==> config.mk <==
export PLATFORM = sky130hd
export DESIGN_NAME = pbub_isqrt
export DESIGN_NICKNAME = d
export VERILOG_FILES = /design/src/hdl/pbub_pkg.sv /design/src/hdl/pbub_isqrt.sv
export SDC_FILE = /design/constraint.sdc
export NUM_CORES = 2
export LEC_CHECK = 0
export BUFFER_PORTS_ARGS = -buffer_cell sky130_fd_sc_hd__buf_2
export CAP_MARGIN = 20
export CELL_PAD_IN_SITES_DETAIL_PLACEMENT = 0
export CELL_PAD_IN_SITES_GLOBAL_PLACEMENT = 2
export CORE_MARGIN = 10
export CORE_UTILIZATION = 43
export CTS_CLUSTER_DIAMETER = 40
export CTS_CLUSTER_SIZE = 24
export DETAILED_ROUTE_END_ITERATION = 12
export HOLD_SLACK_MARGIN = 0.08
export MAX_ROUTING_LAYER = met4
export PLACE_DENSITY_LB_ADDON = 0.1
export SETUP_SLACK_MARGIN = 0.2
export SYNTH_ARGS = -nofsm -noshare
export SYNTH_HDL_FRONTEND = slang
export SYNTH_SLANG_ARGS = --single-unit
==> constraint.sdc <==
create_clock -name clk -period 3.5 [get_ports clk]
set_clock_uncertainty 0.2 [all_clocks]
set_input_delay 0.35 -clock clk [delete_from_list [all_inputs] [get_ports clk]]
set_output_delay 0.35 -clock clk [all_outputs]
set_load 0.1 [all_outputs]
==> src/hdl/pbub_pkg.sv <==
package pbub_pkg;

  localparam int NUM_CAMERAS_DEF = 4;

  // reset values of the configuration registers
  localparam logic [15:0] PRINCIPAL_X_RST = 16'd5063;
  localparam logic [15:0] PRINCIPAL_Y_RST = 16'd3879;
  localparam logic [23:0] INV_FOCAL_X_RST = 24'd44522;
  localparam logic [23:0] INV_FOCAL_Y_RST = 24'd44455;

  // configuration register indexes
  localparam logic [1:0] CFG_PRINCIPAL_X = 2'd0;
  localparam logic [1:0] CFG_PRINCIPAL_Y = 2'd1;
  localparam logic [1:0] CFG_INV_FOCAL_X = 2'd2;
  localparam logic [1:0] CFG_INV_FOCAL_Y = 2'd3;

  // func codes
  localparam logic FUNC_ROW_WRITE = 1'b0;
  localparam logic FUNC_BEARING   = 1'b1;

  localparam logic [1:0] ROW_NONE = 2'd3;
  localparam logic [7:0] CLASS_TARGET = 8'd0;

  // datapath widths
  localparam int MAG_W  = 59;  // |w|, w held exactly
  localparam int NRM_W  = 30;  // normalized magnitude, top one at bit 29
  localparam int SQ_W   = 62;  // sum of three squares
  localparam int ROOT_W = 31;  // floor(sqrt) of SQ_W bits
  localparam int REM_W  = ROOT_W + 3;
  localparam int Q_W    = 15;  // quotient never exceeds 2^14 + 1
  localparam int NUM_W  = NRM_W + 15;  // m*2^14 + n/2 can carry past bit 43
  localparam logic [5:0] NRM_LEN = 6'd30;
  localparam logic [Q_W-1:0] ONE_Q14 = 15'd16384;

  typedef struct packed {
    logic        func;
    logic [1:0]  camera;
    logic [1:0]  row_index;
    logic [47:0] row_coeffs;
    logic [15:0] box_x1;
    logic [15:0] box_y1;
    logic [15:0] box_x2;
    logic [15:0] box_y2;
    logic [7:0]  class_id;
  } box_t;

  typedef struct packed {
    logic signed [15:0] bearing_x;
    logic signed [15:0] bearing_y;
    logic signed [15:0] bearing_z;
    logic [1:0]         source_camera;
  } bearing_t;

  typedef struct packed {
    logic [15:0] principal_x;
    logic [15:0] principal_y;
    logic [23:0] inv_focal_x;
    logic [23:0] inv_focal_y;
  } cfg_t;

  // passenger data carried alongside sqrt and divide
  typedef struct packed {
    logic [1:0]             cam;
    logic                   zero;
    logic [2:0]             neg;
    logic [2:0][NRM_W-1:0]  mag;
  } carry_t;

endpackage

==> src/hdl/pbub_isqrt.sv <==
module pbub_isqrt (
  input  logic                        clk,
  input  logic                        rst,
  input  logic                        adv,
  input  logic                        in_valid,
  input  logic [pbub_pkg::SQ_W-1:0]   rad,
  input  pbub_pkg::carry_t            in_carry,
  output logic                        out_valid,
  output logic [pbub_pkg::ROOT_W-1:0] root,
  output pbub_pkg::carry_t            out_carry
);

  localparam int N = pbub_pkg::ROOT_W;

  logic                         sv   [N+1];
  logic [pbub_pkg::SQ_W-1:0]    srad [N+1];
  logic [pbub_pkg::REM_W-1:0]   srem [N+1];
  logic [N-1:0]                 sroot[N+1];
  pbub_pkg::carry_t             scar [N+1];

  assign sv[0]    = in_valid;
  assign srad[0]  = rad;
  assign srem[0]  = '0;
  assign sroot[0] = '0;
  assign scar[0]  = in_carry;

  // one root bit per stage
  for (genvar k = 0; k < N; k++) begin : g_step
    logic [pbub_pkg::REM_W-1:0] rs, trial, rem_next;
    logic [N-1:0]               root_next;

    always_comb begin
      rs    = {srem[k][pbub_pkg::REM_W-3:0], srad[k][pbub_pkg::SQ_W-1 -: 2]};
      trial = pbub_pkg::REM_W'({sroot[k], 2'b01});
      if (rs >= trial) begin
        rem_next  = rs - trial;
        root_next = {sroot[k][N-2:0], 1'b1};
      end else begin
        rem_next  = rs;
        root_next = {sroot[k][N-2:0], 1'b0};
      end
    end

    always_ff @(posedge clk) begin
      if (rst) begin
        sv[k+1] <= 1'b0;
      end else if (adv) begin
        sv[k+1] <= sv[k];
      end
    end

    always_ff @(posedge clk) begin
      if (adv) begin
        srad[k+1]  <= srad[k] << 2;
        srem[k+1]  <= rem_next;
        sroot[k+1] <= root_next;
        scar[k+1]  <= scar[k];
      end
    end
  end

  assign out_valid = sv[N];
  assign root      = sroot[N];
  assign out_carry = scar[N];

endmodule

### Yosys cells after proc, flatten, opt, wreduce, memory -nomap -nowiden

Cells that the tools add are included.

| word-level totals | value |
|---|---|
| logic and storage cells | 431 |
| bits in registers | 5364 |
| output and inout bits | 128 |

| cells by class | value |
|---|---|
| $add $sub $neg | 30 |
| multiplexer cells | 61 |
| magnitude comparators | 31 |

Operator list:

| cell | count |
|---|---|
| $mux 32 | 29 |
| $ge 34x10->1 | 1 |
| $ge 34x11->1 | 1 |
| $ge 34x12->1 | 1 |
| $ge 34x13->1 | 1 |
| $ge 34x14->1 | 1 |
| $ge 34x15->1 | 1 |
| $ge 34x16->1 | 1 |
| $ge 34x17->1 | 1 |
| $ge 34x18->1 | 1 |
| $ge 34x19->1 | 1 |
| $ge 34x20->1 | 1 |
| $ge 34x21->1 | 1 |
| $ge 34x22->1 | 1 |
| $ge 34x23->1 | 1 |
| $ge 34x24->1 | 1 |
| $ge 34x25->1 | 1 |
| $ge 34x26->1 | 1 |
| $ge 34x27->1 | 1 |
| $ge 34x28->1 | 1 |
| $ge 34x29->1 | 1 |
| $ge 34x3->1 | 1 |
| $ge 34x30->1 | 1 |
| $ge 34x31->1 | 1 |
| other kinds (40) | 70 |

### Longest topological paths before layout

| logic depth | value |
|---|---|
| word-level depth | 2 |
| mapped depth | 14 |
| depth with buffers taken out | 12 |

### Worst setup path before layout

OpenSTA, ideal clock, no wires.

| timing path | value |
|---|---|
| kind | reg-to-reg |
| start point | register srem (netlist bit g_step[11].rs[13]) |
| end point | register srem (netlist bit g_step[12].rs[23]) (data pin) |
| cell stages (with the launch flop) | 10 |
| arrival time | 3.081 ns |
| setup slack | -0.039 ns |
| library setup time | 0.258 ns |
| clock period less this slack | 3.539 ns |
| required time | 3.042 ns |
| path through | edfxtp_1 or3_4 or4_4 or4_1 o311a_1 and2b_4 o311ai_4 nand3_4 or4_1 xnor2_1 |

| on the way | value |
|---|---|
| longest elaborated chain between the ends | 2 |
| elaborated cells between the ends (all ways) | 3 |
| those cells by class | add/sub (1); order compare (1); mux (1) |

RTL lines:

| what | RTL line | text |
|---|---|---|
| start: declaration | pbub_isqrt.sv:17 | `logic [pbub_pkg::REM_W-1:0] srem [N+1];` |
| start signal: indexed assignment | pbub_isqrt.sv:55 | `srem[k+1] <= rem_next;` |
| $sub 32x13->32 / $ge 34x13->1 (equally long branches) | pbub_isqrt.sv:36, pbub_isqrt.sv:35 |  |
| $mux 32 (*) | pbub_isqrt.sv:35 | `if (rs >= trial) begin` |
| via g_step[11].rem_next, one bit | pbub_isqrt.sv:29 | `logic [pbub_pkg::REM_W-1:0] rs, trial, rem_next;` |

The timed path passes the listed nets; every way through them passes the cells marked *.
A chain may end at the register's enable or synchronous reset.

### Worst setup path in the final report

| timing path | value |
|---|---|
| start point | register srem (netlist bit g_step[21].rs[22]) |
| end point | register srem (netlist bit g_step[22].rs[6]) (data pin) |

| on the way | value |
|---|---|
| longest elaborated chain between the ends | 2 |

RTL lines:

| what | RTL line |
|---|---|
| $ge 34x23->1 | pbub_isqrt.sv:35 |
| $mux 32 | pbub_isqrt.sv:35 |
| via g_step[21].rem_next, one bit | pbub_isqrt.sv:29 |

The timed path passes the listed nets, and every way through them passes these cells.

==> run metrics <==
final instance count without filler cells=20,300; power per cell area=roughly 690 nW/um2; Max Cap Viol=0; sequential fraction of the synthesis area=0.802; measured slew at the worst slew-check pin=~1.0 ns; RSZ-0062 raised after global routing=true; largest net degree at the start of global routing=150; slew margin rel.=0.321; clk slew on worst S/H paths=0.06 ns; CTS Buf Count=670; via count=98,900; Primary FF master, synth=edfxtp_1; number of flops mapped to enable cells by yosys=between 5,000 and 6,000; CTS max path bufs=4; crit path capture type=register; status=completed; Arr. time, crit path=slightly below 4 ns; Cells after Synth=roughly 12,000; clk sinks=around 5,300; asr flop ratio synth=0; worst hold-check path type=input pin to register; cell area after placement=~210,000 um2; initial antenna violation count=4; mapped cell area=between 150,000 and 200,000 um2; FP Rows=250; htree depth=6; GRT Resource Usage Total=0.143; Crit path required time=around 4 ns; Clock Tree Root=clkbuf_16; pre-CTS WS=-0.419 ns; DRT Pass-1 Iters=7; vias in the first global route=around 100k; Tmin final=~3.4 ns; GPL Wtd Cong=0.863; critical path's top delay family=simple AND/OR/NAND/NOR gates; leakage power=around 91 nW; Final Core Density=0.532; WHS=about 0.16 ns; Die Width=between 700 and 800 um; Slew Limit Fails=0; PnR worst setup slack=roughly 0.076 ns; setup violators final=0; final wirelength=around 350,000 um; most used cell, CP=or3_4; R2R setup slack=between 0.07 and 0.08 ns; 1st-iter DRT viols=between 6,000 and 7,000; Via-to-Cell Ratio=4.87; critical path startpoint category=register; synthesis-stage register bit count=~5,300; Ports=290; Port Buffers=a little under 300; gr ovfl total=0; Synth-to-Final Area Change=23.3%; period utilization=0.978; Detailed Place HPWL=about 230,000 um; wire per inst=between 15 and 20 um; # nets final=14,200; DR DRC count=0; CTS tree=yes; initial core utilization=0.431; die height=~700 um; CP Buf/Inv Count=2; Crit Path Class=register to register; Skew-Pair Late Insertion Delay=roughly 1.0 ns; Yosys warnings=0; crit path cell chain=ha_2 -> or3_4 -> or3_4 -> or3_4 -> or4_4 -> a21oi_2 -> o31a_1 -> buf_6 -> buf_12 -> mux2_4; Hold Fails Final Rpt=0; synth unique cells=91; full die area=between 400,000 and 500,000 um2; core area=around 460,000 um2; CP Max Fanout=3; FMAX=~0.29 GHz; fraction of layout cells with a size suffix above 1=0.214; first-pass GRT wire length=roughly 560,000 um; Post-Syn Area per Cell=17.2 um2; design area=around 250,000 um2; Slowest-stage cell, CP=or4_4; crit-path max cell delay=between 0.4 and 0.5 ns; Post-DRT Antenna Nets=0; Placed Cells=~19,000; syn_nets=between 10,000 and 15,000; maximum vdd drop=a little under 0.0005 V
==> metrics by stage <==
stage                     setup TNS, ns  power, mW
after global routing             -0.230        179
after detailed placement         -19.62        101
after global placement           -17.96        101
final                                 0        171
after CTS                             0        172
after floorplan                 -0.0311       92.8
==> power by group <==
part / total [mW] / leakage [nW] / internal, mW / switching [mW]
Clock: 69.1 / 11.1 / 40.5 / 28.5
Sequential: 80.3 / 51.9 / 77.4 / 2.95
Combinational: 21.4 / 27.7 / 9.33 / 12.1
Total: 171 / 90.7 / 127 / 43.6
==> metal layers <==
layer	share of wire	track usage	wire (um)	up-vias
li1	-	-	-	48200
met1	0.44	0.180	154000	48300
met2	0.49	0.236	174000	1609
met3	0.039	0.0233	13700	814
met4	0.034	0.0488	12100	0
met5	0	-	0	-
==> state kept, by name, indices dropped and copies added (netlist names) <==
signal and count:
scar 2880, g_step.rs 974, srad 870, g_step.trial 465
out_carry 96, root 31, sv 30, out_valid 1
==> layout make-up <==
type                       instances  area (um2)
antenna                            2        5.00
clock buffer                     720       17000
clock inverter                   533        6200
fill                           37100      217000
inverter                         658        2480
multi-input combinational       5326       39300
sequential                      5347      160000
tap                             6174        7720
timing repair buffer            1531       13400
==> cells by family (layout without fill, tap and decap cells) <==
logic type	count (synthesis)	in the layout	synth area share
AO/OA/AOI/OAI	1722	1723	0.0530
flip-flops	5347	5347	0.802
AND/OR/NAND/NOR	2209	2209	0.0541
buffers and inverters	923	3442	0.0192
adder cells (fa/ha/maj)	528	528	0.0331
XOR/XNOR	761	761	0.0333
multiplexers	104	104	0.00561
other	1	3	0.0000188
==> layout by cell type (no fill, tap or decap), types with 288 or more instances in the layout <==
master and n:
o21ai_0 338, edfxtp_1 5316, buf_2 288, ha_1 478, a21oi_1 503, clkbuf_16 681, dlygate4sd3_1 324, xnor2_1 374
buf_4 758, xor2_1 371, inv_1 646, nor2_1 544, nand2_1 521
==> final timing paths <==
check                                        from               end  depth (start not counted)
worst max-delay path            g_step[21].rs[22]  g_step[22].rs[6]                         10
worst min-delay path                          adv        scar[2888]                          2
worst max register to register  g_step[21].rs[22]  g_step[22].rs[6]                         10
worst min register to register          srad[860]         srad[800]                          0
==> synth_stat cells (13+ instances only) <==
| master | instances | share of area |
|---|---|---|
| buf_1 | 14 | 0.00026 |
| nand2_1 | 590 | 0.011 |
| inv_1 | 656 | 0.012 |
| o31ai_1 | 47 | 0.0018 |
| a221oi_1 | 15 | 0.00066 |
| or3_1 | 72 | 0.0023 |
| and3_1 | 36 | 0.0011 |
| a21o_1 | 196 | 0.0074 |
| mux2_2 | 65 | 0.0037 |
| and2_1 | 29 | 0.00091 |
| buf_4 | 96 | 0.0036 |
| nor3b_1 | 13 | 0.00049 |
| a31o_2 | 13 | 0.00057 |
| mux2i_1 | 39 | 0.0020 |
| or2_2 | 36 | 0.0011 |
| a211o_1 | 13 | 0.00057 |
| nand4_1 | 92 | 0.0029 |
| a211oi_1 | 51 | 0.0019 |
| xor2_1 | 371 | 0.016 |
| nor2_1 | 575 | 0.011 |
| clkbuf_1 | 152 | 0.0029 |
| edfxtp_1 | 5316 | 0.80 |
| nor3_1 | 191 | 0.0048 |
| o21bai_1 | 42 | 0.0016 |
| o22ai_1 | 15 | 0.00047 |
| o21ai_0 | 456 | 0.011 |
| xnor2_1 | 390 | 0.017 |
| a21boi_0 | 16 | 0.00060 |
| nand2b_1 | 107 | 0.0033 |
| ha_1 | 528 | 0.033 |
| nand3b_1 | 23 | 0.00086 |
| nand3_1 | 141 | 0.0035 |
| or4_1 | 59 | 0.0022 |
| nor4_1 | 118 | 0.0037 |
| a21oi_1 | 548 | 0.014 |
| a31oi_1 | 49 | 0.0015 |
| o211ai_1 | 36 | 0.0014 |
| o21a_1 | 106 | 0.0040 |
| nor2b_1 | 69 | 0.0022 |
| and4_1 | 13 | 0.00057 |
| dfxtp_1 | 31 | 0.0031 |
==> worst register-to-register path, cell delays in order (launching register included) <==
cell and delay, ns:
edfxtp_1 0.40, ha_2 0.21, or3_4 0.33, or3_4 0.34, or3_4 0.34, or4_4 0.43, a21oi_2 0.12, o31a_1 0.20
buf_6 0.13, buf_12 0.13, mux2_4 0.31
==> what timing repair did <==
item | 4_1_cts | 5_1_grt
cloned | 17 | 9
hold buffers | 324 | 0
setup buffers | 59 | 99
resized for setup | 261 | 633
setup endpoints to repair | 542 | 606
pin swaps | 70 | 178
endpoints found under the hold margin | 2008 | 0
No activity file was read; power rests on OpenSTA's default activity.
